File: config.mk
export PLATFORM = sky130hd
export DESIGN_NAME = lru_block_buffer_cache
export DESIGN_NICKNAME = d
export VERILOG_FILES = /design/src/rtl/core/lbc_pkg.sv /design/src/rtl/core/lbc_order.sv /design/src/rtl/core/lru_block_buffer_cache.sv
export SDC_FILE = /design/constraint.sdc
export NUM_CORES = 2
export LEC_CHECK = 0
export BUFFER_PORTS_ARGS = -buffer_cell sky130_fd_sc_hd__buf_4
export CAP_MARGIN = 40
export CELL_PAD_IN_SITES_DETAIL_PLACEMENT = 1
export CELL_PAD_IN_SITES_GLOBAL_PLACEMENT = 2
export CORE_UTILIZATION = 50
export DETAILED_ROUTE_END_ITERATION = 10
export GPL_ROUTABILITY_DRIVEN = 0
export MAX_ROUTING_LAYER = met4
export PLACE_DENSITY_LB_ADDON = 0.15
export SYNTH_ARGS = -nofsm -noshare
export SYNTH_HDL_FRONTEND = slang
export SYNTH_SLANG_ARGS = --single-unit
File: constraint.sdc
create_clock -name clk -period 5.49 [get_ports clk]
set_input_delay 0.549 -clock clk [delete_from_list [all_inputs] [get_ports clk]]
set_output_delay 0.549 -clock clk [all_outputs]
set_load 0.03 [all_outputs]
File: src/rtl/core/lbc_pkg.sv
`timescale 1ns / 1ps

package lbc_pkg;

    localparam int DEV_W     = 16;
    localparam int BLK_W     = 32;
    localparam int TAG_W     = DEV_W + BLK_W;
    localparam int HOLD_W    = 8;
    localparam int SLOT_IN_W = 5;

    localparam logic [HOLD_W-1:0] HOLD_MAX = '1;

    localparam logic KIND_ACQUIRE = 1'b0;
    localparam logic KIND_RELEASE = 1'b1;

    typedef enum logic [1:0] {
        ST_OK       = 2'd0,
        ST_NO_FREE  = 2'd1,
        ST_UNHELD   = 2'd2,
        ST_OVERFLOW = 2'd3
    } status_t;

endpackage

File: src/rtl/core/lbc_order.sv
`timescale 1ns / 1ps

// Recency list: position -> slot. Position 0 is most recent.
// Unwritten positions read as their reset value, SLOT_COUNT-1-pos.
module lbc_order #(
    parameter int SLOT_COUNT = 32,
    parameter int SLOT_W     = 5
) (
    input  logic              clk,
    input  logic              rst_n,
    input  logic [SLOT_W-1:0] rd_pos,
    output logic [SLOT_W-1:0] rd_data,
    input  logic              wr_en,
    input  logic [SLOT_W-1:0] wr_pos,
    input  logic [SLOT_W-1:0] wr_data
);

    localparam logic [SLOT_W-1:0] LAST_POS = SLOT_W'(SLOT_COUNT - 1);

    logic [SLOT_W-1:0]     order_mem [SLOT_COUNT];
    logic [SLOT_COUNT-1:0] vld_reg;
    logic [SLOT_W-1:0]     rd_mem_reg;
    logic                  rd_vld_reg;
    logic [SLOT_W-1:0]     rd_pos_reg;

    always_ff @(posedge clk)
    begin
        if (wr_en)
        begin
            order_mem[wr_pos] <= wr_data;
        end
        rd_mem_reg <= order_mem[rd_pos];
    end

    always_ff @(posedge clk or negedge rst_n)
    begin
        if (!rst_n)
        begin
            vld_reg    <= '0;
            rd_vld_reg <= 1'b0;
            rd_pos_reg <= '0;
        end
        else
        begin
            if (wr_en)
            begin
                vld_reg[wr_pos] <= 1'b1;
            end
            rd_vld_reg <= vld_reg[rd_pos];
            rd_pos_reg <= rd_pos;
        end
    end

    assign rd_data = rd_vld_reg ? rd_mem_reg : (LAST_POS - rd_pos_reg);

endmodule

File: src/rtl/core/lru_block_buffer_cache.sv
// Block buffer cache, SLOT_COUNT slots, LRU reuse. One word in flight at a time.
// Acquire: hit scan MRU->LRU comparing tags; on a miss, a free scan LRU->MRU for
// a count of zero (one position per cycle, 2-stage read). Release: read and
// decrement the count; when it drops to zero, find the slot in the recency list,
// shift the more recent positions down by one and put the slot at position 0.
// Reset: async, tags/counts/valid/recency restored at once by valid bits, no sweep.
`timescale 1ns / 1ps

module lru_block_buffer_cache
    import lbc_pkg::*;
#(
    parameter int SLOT_COUNT = 32
) (
    input  logic                 clk,
    input  logic                 rst_n,
    // request channel
    input  logic                 in_valid,
    output logic                 in_stall,
    input  logic                 kind,
    input  logic [DEV_W-1:0]     device,
    input  logic [BLK_W-1:0]     block_number,
    input  logic [SLOT_IN_W-1:0] slot,
    // result channel
    output logic                 out_valid,
    input  logic                 out_stall,
    output logic [SLOT_IN_W-1:0] slot_out,
    output logic                 needs_read,
    output logic [1:0]           status
);

    localparam int SLOT_W = $clog2(SLOT_COUNT);
    localparam int CNT_W  = $clog2(SLOT_COUNT + 1);

    localparam logic [SLOT_W-1:0] LAST_POS = SLOT_W'(SLOT_COUNT - 1);
    localparam logic [CNT_W-1:0]  CNT_END  = CNT_W'(SLOT_COUNT);
    localparam logic [CNT_W-1:0]  CNT_LAST = CNT_W'(SLOT_COUNT - 1);

    typedef enum logic [3:0] {
        S_IDLE,
        S_SCAN_HIT,   // walk recency list MRU->LRU, compare tags
        S_SCAN_FREE,  // walk LRU->MRU, look for count zero
        S_REL_RD,     // read hold count of released slot
        S_REL_CHK,    // decrement, decide on move to front
        S_FIND,       // locate released slot in recency list
        S_SH_RD,      // shift step: read position sp-1
        S_SH_WR,      // shift step: write it to position sp
        S_FRONT,      // put released slot at position 0
        S_OUT         // hand result to output register
    } state_t;

    // ---------------------------------------------------------------
    // Registers
    // ---------------------------------------------------------------
    state_t                 state_reg, state_next;
    logic [CNT_W-1:0]       cnt_reg, cnt_next;
    logic                   s1_vld_reg, s1_vld_next;
    logic                   s1_last_reg, s1_last_next;
    logic [SLOT_W-1:0]      s1_pos_reg, s1_pos_next;
    logic                   s2_vld_reg, s2_vld_next;
    logic                   s2_last_reg, s2_last_next;
    logic [SLOT_W-1:0]      s2_slot_reg, s2_slot_next;
    logic [DEV_W-1:0]       req_dev_reg, req_dev_next;
    logic [BLK_W-1:0]       req_blk_reg, req_blk_next;
    logic [SLOT_IN_W-1:0]   req_slot_reg, req_slot_next;
    logic [SLOT_W-1:0]      sp_reg, sp_next;
    logic [SLOT_IN_W-1:0]   res_slot_reg, res_slot_next;
    logic                   res_read_reg, res_read_next;
    status_t                res_status_reg, res_status_next;
    logic                   out_valid_reg, out_valid_next;
    logic [SLOT_IN_W-1:0]   slot_out_reg, slot_out_next;
    logic                   needs_read_reg, needs_read_next;
    status_t                status_reg, status_next;

    // per-slot valid bits: tag written, count written, data valid
    logic [SLOT_COUNT-1:0]  tag_vld_reg;
    logic [SLOT_COUNT-1:0]  hold_vld_reg;
    logic [SLOT_COUNT-1:0]  dvalid_reg;
    logic                   tag_rv_reg;
    logic                   hold_rv_reg;

    // tag and hold count memories, one read and one write port each
    logic [TAG_W-1:0]       tag_mem  [SLOT_COUNT];
    logic [HOLD_W-1:0]      hold_mem [SLOT_COUNT];
    logic [TAG_W-1:0]       tag_rd_reg;
    logic [HOLD_W-1:0]      hold_rd_reg;

    // ---------------------------------------------------------------
    // Datapath signals
    // ---------------------------------------------------------------
    logic                   issuing;
    logic [SLOT_W-1:0]      issue_pos;
    logic [SLOT_W-1:0]      order_rd_pos;
    logic [SLOT_W-1:0]      order_rd;
    logic                   order_we;
    logic [SLOT_W-1:0]      order_wpos;
    logic [SLOT_W-1:0]      order_wd;
    logic [SLOT_W-1:0]      rel_idx;
    logic [SLOT_W-1:0]      rd_slot;
    logic [SLOT_W-1:0]      wr_slot;
    logic [TAG_W-1:0]       tag_rd;
    logic [HOLD_W-1:0]      hold_rd;
    logic                   dv_cur;
    logic                   tag_we;
    logic                   hold_we;
    logic [HOLD_W-1:0]      hold_wd;
    logic                   dv_set;
    logic [TAG_W-1:0]       cmp_a;
    logic [TAG_W-1:0]       cmp_b;
    logic                   cmp_eq;

    assign rel_idx = SLOT_W'(req_slot_reg);

    // Scan issue: one recency position per cycle. The free scan walks from
    // the least recent end, the hit and find scans from the most recent.
    assign issuing = ((state_reg == S_SCAN_HIT) || (state_reg == S_SCAN_FREE) ||
                      (state_reg == S_FIND)) && (cnt_reg != CNT_END);
    assign issue_pos = (state_reg == S_SCAN_FREE) ? (LAST_POS - cnt_reg[SLOT_W-1:0])
                                                  : cnt_reg[SLOT_W-1:0];
    assign order_rd_pos = (state_reg == S_SH_RD) ? (sp_reg - SLOT_W'(1)) : issue_pos;

    lbc_order #(
        .SLOT_COUNT (SLOT_COUNT),
        .SLOT_W     (SLOT_W)
    ) u_order (
        .clk     (clk),
        .rst_n   (rst_n),
        .rd_pos  (order_rd_pos),
        .rd_data (order_rd),
        .wr_en   (order_we),
        .wr_pos  (order_wpos),
        .wr_data (order_wd)
    );

    // Second stage reads tag and count of the slot found at the position
    // read in the previous cycle; a release reads its own slot directly.
    assign rd_slot = (state_reg == S_REL_RD) ? rel_idx : order_rd;
    assign wr_slot = (state_reg == S_REL_CHK) ? rel_idx : s2_slot_reg;

    always_ff @(posedge clk)
    begin
        if (tag_we)
        begin
            tag_mem[wr_slot] <= {req_dev_reg, req_blk_reg};
        end
        if (hold_we)
        begin
            hold_mem[wr_slot] <= hold_wd;
        end
        tag_rd_reg  <= tag_mem[rd_slot];
        hold_rd_reg <= hold_mem[rd_slot];
    end

    // never-written entries read as zero
    assign tag_rd  = tag_rv_reg  ? tag_rd_reg  : '0;
    assign hold_rd = hold_rv_reg ? hold_rd_reg : '0;
    assign dv_cur  = dvalid_reg[s2_slot_reg];

    // Shared equality unit: tag match, count-is-zero, or slot-in-list.
    always_comb
    begin
        case (state_reg)
            S_SCAN_HIT:
            begin
                cmp_a = {req_dev_reg, req_blk_reg};
                cmp_b = tag_rd;
            end
            S_SCAN_FREE:
            begin
                cmp_a = '0;
                cmp_b = TAG_W'(hold_rd);
            end
            S_FIND:
            begin
                cmp_a = TAG_W'(rel_idx);
                cmp_b = TAG_W'(order_rd);
            end
            default:
            begin
                cmp_a = '0;
                cmp_b = '0;
            end
        endcase
    end

    assign cmp_eq = (cmp_a == cmp_b);

    // ---------------------------------------------------------------
    // Sequencer
    // ---------------------------------------------------------------
    always_comb
    begin
        state_next      = state_reg;
        cnt_next        = issuing ? (cnt_reg + CNT_W'(1)) : cnt_reg;
        s1_vld_next     = issuing;
        s1_last_next    = (cnt_reg == CNT_LAST);
        s1_pos_next     = issue_pos;
        s2_vld_next     = s1_vld_reg &&
                          ((state_reg == S_SCAN_HIT) || (state_reg == S_SCAN_FREE));
        s2_last_next    = s1_last_reg;
        s2_slot_next    = order_rd;
        req_dev_next    = req_dev_reg;
        req_blk_next    = req_blk_reg;
        req_slot_next   = req_slot_reg;
        sp_next         = sp_reg;
        res_slot_next   = res_slot_reg;
        res_read_next   = res_read_reg;
        res_status_next = res_status_reg;
        out_valid_next  = out_valid_reg && out_stall;
        slot_out_next   = slot_out_reg;
        needs_read_next = needs_read_reg;
        status_next     = status_reg;
        tag_we          = 1'b0;
        hold_we         = 1'b0;
        hold_wd         = '0;
        dv_set          = 1'b0;
        order_we        = 1'b0;
        order_wpos      = sp_reg;
        order_wd        = order_rd;

        case (state_reg)
            S_IDLE:
            begin
                if (in_valid)
                begin
                    req_dev_next    = device;
                    req_blk_next    = block_number;
                    req_slot_next   = slot;
                    cnt_next        = '0;
                    res_read_next   = 1'b0;
                    res_status_next = ST_OK;
                    if (kind == KIND_ACQUIRE)
                    begin
                        state_next = S_SCAN_HIT;
                    end
                    else
                    begin
                        res_slot_next = slot;
                        if (int'(slot) >= SLOT_COUNT)
                        begin
                            res_status_next = ST_UNHELD;
                            state_next      = S_OUT;
                        end
                        else
                        begin
                            state_next = S_REL_RD;
                        end
                    end
                end
            end

            S_SCAN_HIT:
            begin
                if (s2_vld_reg && cmp_eq)
                begin
                    res_slot_next = SLOT_IN_W'(s2_slot_reg);
                    if (hold_rd == HOLD_MAX)
                    begin
                        res_status_next = ST_OVERFLOW;
                    end
                    else
                    begin
                        hold_we       = 1'b1;
                        hold_wd       = hold_rd + HOLD_W'(1);
                        dv_set        = 1'b1;
                        res_read_next = !dv_cur;
                    end
                    s1_vld_next = 1'b0;
                    s2_vld_next = 1'b0;
                    state_next  = S_OUT;
                end
                else if (s2_vld_reg && s2_last_reg)
                begin
                    cnt_next    = '0;
                    s1_vld_next = 1'b0;
                    s2_vld_next = 1'b0;
                    state_next  = S_SCAN_FREE;
                end
            end

            S_SCAN_FREE:
            begin
                if (s2_vld_reg && cmp_eq)
                begin
                    tag_we        = 1'b1;
                    hold_we       = 1'b1;
                    hold_wd       = HOLD_W'(1);
                    dv_set        = 1'b1;
                    res_slot_next = SLOT_IN_W'(s2_slot_reg);
                    res_read_next = 1'b1;
                    s1_vld_next   = 1'b0;
                    s2_vld_next   = 1'b0;
                    state_next    = S_OUT;
                end
                else if (s2_vld_reg && s2_last_reg)
                begin
                    res_slot_next   = '0;
                    res_status_next = ST_NO_FREE;
                    state_next      = S_OUT;
                end
            end

            S_REL_RD:
            begin
                state_next = S_REL_CHK;
            end

            S_REL_CHK:
            begin
                if (hold_rd == '0)
                begin
                    res_status_next = ST_UNHELD;
                    state_next      = S_OUT;
                end
                else
                begin
                    hold_we = 1'b1;
                    hold_wd = hold_rd - HOLD_W'(1);
                    if (hold_rd == HOLD_W'(1))
                    begin
                        cnt_next   = '0;
                        state_next = S_FIND;
                    end
                    else
                    begin
                        state_next = S_OUT;
                    end
                end
            end

            S_FIND:
            begin
                if (s1_vld_reg && cmp_eq)
                begin
                    s1_vld_next = 1'b0;
                    sp_next     = s1_pos_reg;
                    if (s1_pos_reg == '0)
                    begin
                        state_next = S_FRONT;
                    end
                    else
                    begin
                        state_next = S_SH_RD;
                    end
                end
                else if (s1_vld_reg && s1_last_reg)
                begin
                    state_next = S_OUT;
                end
            end

            S_SH_RD:
            begin
                state_next = S_SH_WR;
            end

            S_SH_WR:
            begin
                order_we   = 1'b1;
                order_wpos = sp_reg;
                order_wd   = order_rd;
                sp_next    = sp_reg - SLOT_W'(1);
                if (sp_reg == SLOT_W'(1))
                begin
                    state_next = S_FRONT;
                end
                else
                begin
                    state_next = S_SH_RD;
                end
            end

            S_FRONT:
            begin
                order_we   = 1'b1;
                order_wpos = '0;
                order_wd   = rel_idx;
                state_next = S_OUT;
            end

            S_OUT:
            begin
                if (!out_valid_reg || !out_stall)
                begin
                    out_valid_next  = 1'b1;
                    slot_out_next   = res_slot_reg;
                    needs_read_next = res_read_reg;
                    status_next     = res_status_reg;
                    state_next      = S_IDLE;
                end
            end

            default:
            begin
                state_next = S_IDLE;
            end
        endcase
    end

    always_ff @(posedge clk or negedge rst_n)
    begin
        if (!rst_n)
        begin
            state_reg      <= S_IDLE;
            cnt_reg        <= '0;
            s1_vld_reg     <= 1'b0;
            s1_last_reg    <= 1'b0;
            s1_pos_reg     <= '0;
            s2_vld_reg     <= 1'b0;
            s2_last_reg    <= 1'b0;
            s2_slot_reg    <= '0;
            req_dev_reg    <= '0;
            req_blk_reg    <= '0;
            req_slot_reg   <= '0;
            sp_reg         <= '0;
            res_slot_reg   <= '0;
            res_read_reg   <= 1'b0;
            res_status_reg <= ST_OK;
            out_valid_reg  <= 1'b0;
            slot_out_reg   <= '0;
            needs_read_reg <= 1'b0;
            status_reg     <= ST_OK;
            tag_vld_reg    <= '0;
            hold_vld_reg   <= '0;
            dvalid_reg     <= '0;
            tag_rv_reg     <= 1'b0;
            hold_rv_reg    <= 1'b0;
        end
        else
        begin
            state_reg      <= state_next;
            cnt_reg        <= cnt_next;
            s1_vld_reg     <= s1_vld_next;
            s1_last_reg    <= s1_last_next;
            s1_pos_reg     <= s1_pos_next;
            s2_vld_reg     <= s2_vld_next;
            s2_last_reg    <= s2_last_next;
            s2_slot_reg    <= s2_slot_next;
            req_dev_reg    <= req_dev_next;
            req_blk_reg    <= req_blk_next;
            req_slot_reg   <= req_slot_next;
            sp_reg         <= sp_next;
            res_slot_reg   <= res_slot_next;
            res_read_reg   <= res_read_next;
            res_status_reg <= res_status_next;
            out_valid_reg  <= out_valid_next;
            slot_out_reg   <= slot_out_next;
            needs_read_reg <= needs_read_next;
            status_reg     <= status_next;
            if (tag_we)
            begin
                tag_vld_reg[wr_slot] <= 1'b1;
            end
            if (hold_we)
            begin
                hold_vld_reg[wr_slot] <= 1'b1;
            end
            if (dv_set)
            begin
                dvalid_reg[s2_slot_reg] <= 1'b1;
            end
            tag_rv_reg  <= tag_vld_reg[rd_slot];
            hold_rv_reg <= hold_vld_reg[rd_slot];
        end
    end

    assign in_stall   = (state_reg != S_IDLE);
    assign out_valid  = out_valid_reg;
    assign slot_out   = slot_out_reg;
    assign needs_read = needs_read_reg;
    assign status     = status_reg;

    // ---------------------------------------------------------------
    // Assertions
    // ---------------------------------------------------------------

    // tag compare stage is only fed from the recency read stage
    a_scan_pipe: assert property (@(posedge clk) disable iff (!rst_n)
        s2_vld_reg |-> $past(s1_vld_reg))
        else $error("tag stage valid without preceding order stage");

    // a retag always takes the slot with count one and data marked valid
    a_retag: assert property (@(posedge clk) disable iff (!rst_n)
        tag_we |-> (hold_we && dv_set && (hold_wd == HOLD_W'(1))))
        else $error("retag without hold count and valid update");

    // recency search only follows a release that dropped the count to zero
    a_find_entry: assert property (@(posedge clk) disable iff (!rst_n)
        (state_reg == S_FIND) && ($past(state_reg) != S_FIND)
            |-> ($past(state_reg) == S_REL_CHK) && ($past(hold_rd) == HOLD_W'(1)))
        else $error("recency search entered without final release");

    // no free slot reports slot zero and no read
    a_no_free: assert property (@(posedge clk) disable iff (!rst_n)
        out_valid && (status == ST_NO_FREE) |-> (slot_out == '0) && !needs_read)
        else $error("no-free result carries slot or read flag");

endmodule
==> metrics.md <==
| Metric | Value |
|---|---|
| Clock transition at the registers of the reported paths | 0.07 ns |
| Root Driver | clkbuf_16 |
| All-Layer GR Usage | 26.8% |
| Layout area overhead | 15.3% |
| Slew HR | 42.7% |
| Routed wire length | roughly 230 mm |
| Rows | roughly 150 |
| Number of remaining DRC errors | 0 |
| Clock skew | 0.0360 ns |
| Hold-fix buffers, CTS | between 50 and 60 |
| RSZ-0062 raised after global routing | false |
| Netlist cell types | 85 |
| Vias per Instance | around 6.1 |
| WP data arrival | slightly below 5 ns |
| Synth Area in Simple Gates | around 3.6% |
| Post-synth ARST share | 10.5% |
| Placed wire-length estimate | 128 mm |
| Clock latency on the worst-skew pair | 0.85 ns |
| Cell Int Power | slightly below 40 mW |
| Synth top area share | approximately 66% |
| Sink Count | 2,248 |
| Startpoint Class | flip-flop |
| Die W | 422 um |
| Initial DRC count | 4,224 |
| Cell with the most instances after synthesis | edfxtp_1 |
| TritonCTS clock tree | yes |
| Via count | 44,504 |
| Post-synth top cells | edfxtp_1 (1,952), mux4_2 (520), dfrtp_1 (235) |
| Core area | about 170,000 um^2 |
| Cells after Synth | 4,408 |
| Reg2reg start | state_reg[0] |
| Final min period | 4.45 ns |
| VDD IR max | 0.000501 V |
| FF-to-FF path depth | 10 |
| Largest register FFs | 1,536 |
| Multi-input gate area | 21,800 um^2 |
| Pin count of the biggest net entering global routing | 133 |
| Overflow after GRT | 0 |
| Starting density of the core | around half |
| Main combinational cell family by area after synthesis | multiplexers |
| Largest cells by area after synthesis | edfxtp_1 (66%), mux4_2 (13%), dfrtp_1 (6.7%) |
| Nets@finish | 4,816 |
| CP Class | flip-flop to flip-flop |
| WHS Endpoint | req_dev_reg[13] |
| Number of global-route vias before repair | 47,590 |
| Synthesized flop and latch total | 2,248 |
| Power Total | 59.4 mW |
| Logic pwr share | 36.8% |
| Adder-cell share of the synthesized area | less than 1% |
| First-pass GRT wire length | 333 mm |
| Worst hold margin | between 0.05 and 0.06 ns |
| FMAX | 225 MHz |
| Register area | 65,700 um^2 |
| Height of the die | 422 um |
| Synthesized Nets | 4,473 |
| EDFF count, synth | between 1,500 and 2,000 |
| Synth Area in XOR/XNOR | less than 1% |
| Synth Cell Area | 88,200 um^2 |
| Regs by FF count | tag_mem x1536, hold_mem x256, u_order.order_mem x160 |
| # Max-Cap Violations | 0 |
| Bufs on Longest Clock Path | 3 |
| Clock share of power | between 20% and 30% |
| Hold path start | device[13] |
| Period utilisation layout | 81.1% |
| Data required time of the worst path | 5.95 ns |
| Wire per inst | roughly 32 um |
| Setup crit end kind | flip-flop |
| TritonRoute pass-1 iters | 5 |
| Initial antenna violation count | 10 |
| Worst hold stages | 2 |
| Synth Area in Compound Gates | 2.82% |
| Post-layout util | between 50% and 60% |
| Main synth FF type | edfxtp_1 |
| CTS buffer count | 222 |
| Post-synthesis sequential area ratio | about 74% |
| R2R Path End | tag_mem[30][2] |
| Setup Fix Bufs, Post-CTS | 0 |
| Yosys warning count | 0 |
| CTS resizes | 0 |
| Avg Inst Size Synth | about 20 um^2 |
| Status | finished clean |
| Pins over their slew limit | 0 |
| Final number of hold-violating endpoints | 0 |
| Ports | 68 |
| Worst R2R Setup Slack | 1.04 ns |
| Layout cells sized above 1 | 30.3% |
| H-tree Lvls | 4 |
| Setup TNS Final | 0 ns |
| Leakage | ~34 nW |
| Reg power frac | ~38% |
| Hold Path Class | primary input to flip-flop |
| Switching share of power | 33.3% |
| Tightest Pin Transition | 0.842 ns |
| # port buffers | 67 |
| Layout fillers | 14,833 |
| Final setup vio count | 0 |
| Top reg by flops | tag_mem |
| Yosys top cell by area | edfxtp_1 |
| PwrDens | 584 nW/um^2 |
| CP max FO | 31 |
| Multiplexer area fraction after synthesis | 17.4% |
| Die ar. | 178,000 um^2 |
| Post-route antenna net violation count | 0 |
| Switching power | 19.8 mW |
[per-layer routing]
metal  track usage [%]  part of all wire (%)  vias up
met4              7.77                   2.9        0
met5                 -                     0        -
li1                  -                     -    18668
met3              4.16                   5.8      358
met2              42.9                    50     1450
met1              35.9                    42    24028
[power by group through the flow]
stage	registers, mW	logic, mW	clock network (mW)
after global placement	22.9	21.2	0
final	22.3	21.9	15.2
after detailed placement	22.6	22.1	0
after CTS	22.3	22.2	15.5
after floorplan	23.0	14.3	0
after global routing	22.4	23.4	16.1
[cell families (layout without fill, tap and decap cells)]
| family | after synthesis | after routing |
|---|---|---|
| other cells | 0 | 2 |
| xor+xnor | 35 | 35 |
| mux | 858 | 858 |
| flops | 2248 | 2248 |
| buf+inv | 260 | 801 |
| compound gates | 384 | 384 |
| simple gates | 616 | 616 |
| fa+ha+maj | 7 | 7 |
[layout make-up]
class,instances,area share (%)
clock buffers,312,6.19
diodes,2,0.00492
inverters,25,0.0923
well taps,2325,2.86
multi-input cells,1900,21.4
clock inverters,110,1.08
flip-flops and latches,2248,64.6
repair buffers,354,3.74
[worst max path at each step]
stage / endpoint / depth (start not counted) / from / slack (ns)
floorplan: tag_mem[17][0] / 10 / state_reg[1] / 0.74
global placement: tag_mem[15][19] / 10 / state_reg[0] / 0.73
detailed placement: tag_mem[30][2] / 10 / state_reg[0] / 1.07
CTS: tag_rd_reg[35] / 10 / state_reg[1] / 1.03
global route: tag_mem[30][24] / 10 / state_reg[0] / 0.73
finish: tag_mem[30][2] / 10 / state_reg[0] / 1.04
[stage by stage]
step                      std cells  instance area [um^2]  worst slack [ns]
after floorplan                4408                 88200             0.745
after global placement         6781                 93400             0.726
after detailed placement       6798                 93700              1.07
after CTS                      7274                102000              1.03
after global routing           7275                102000             0.728
final                          7276                102000              1.04
[placed cells by master (no fill, tap or decap), types with 25 or more instances in the layout]
| cell | instances |
|---|---|
| edfxtp_1 | 1952 |
| mux4_2 | 520 |
| dfrtp_1 | 234 |
| clkbuf_16 | 223 |
| buf_4 | 222 |
| mux2_2 | 188 |
| nor2_1 | 155 |
| mux2i_1 | 145 |
| nand2_1 | 132 |
| a21oi_1 | 86 |
| o211ai_1 | 62 |
| dfxtp_1 | 61 |
| buf_12 | 60 |
| or2_2 | 59 |
| o21ai_1 | 59 |
| nor3_1 | 56 |
| dlygate4sd3_1 | 54 |
| clkbuf_1 | 51 |
| clkinv_2 | 46 |
| or2_1 | 42 |
| o21ai_0 | 38 |
| clkbuf_8 | 38 |
| a21o_1 | 34 |
| nor2_4 | 33 |
| xnor2_1 | 27 |
| clkinv_1 | 26 |
| inv_1 | 25 |
[worst max-delay path: stages (launching register included)]
cell      delay (ns)
dfrtp_1         0.70
nor4b_4         0.59
nand3_1         0.20
a31o_1          0.22
a211oi_1        0.30
nand4_1         0.18
nor3_1          0.25
buf_2           0.24
nand2b_1        0.44
nor2_4          0.23
buf_4           0.65
Power figures use the tool's default switching activity.
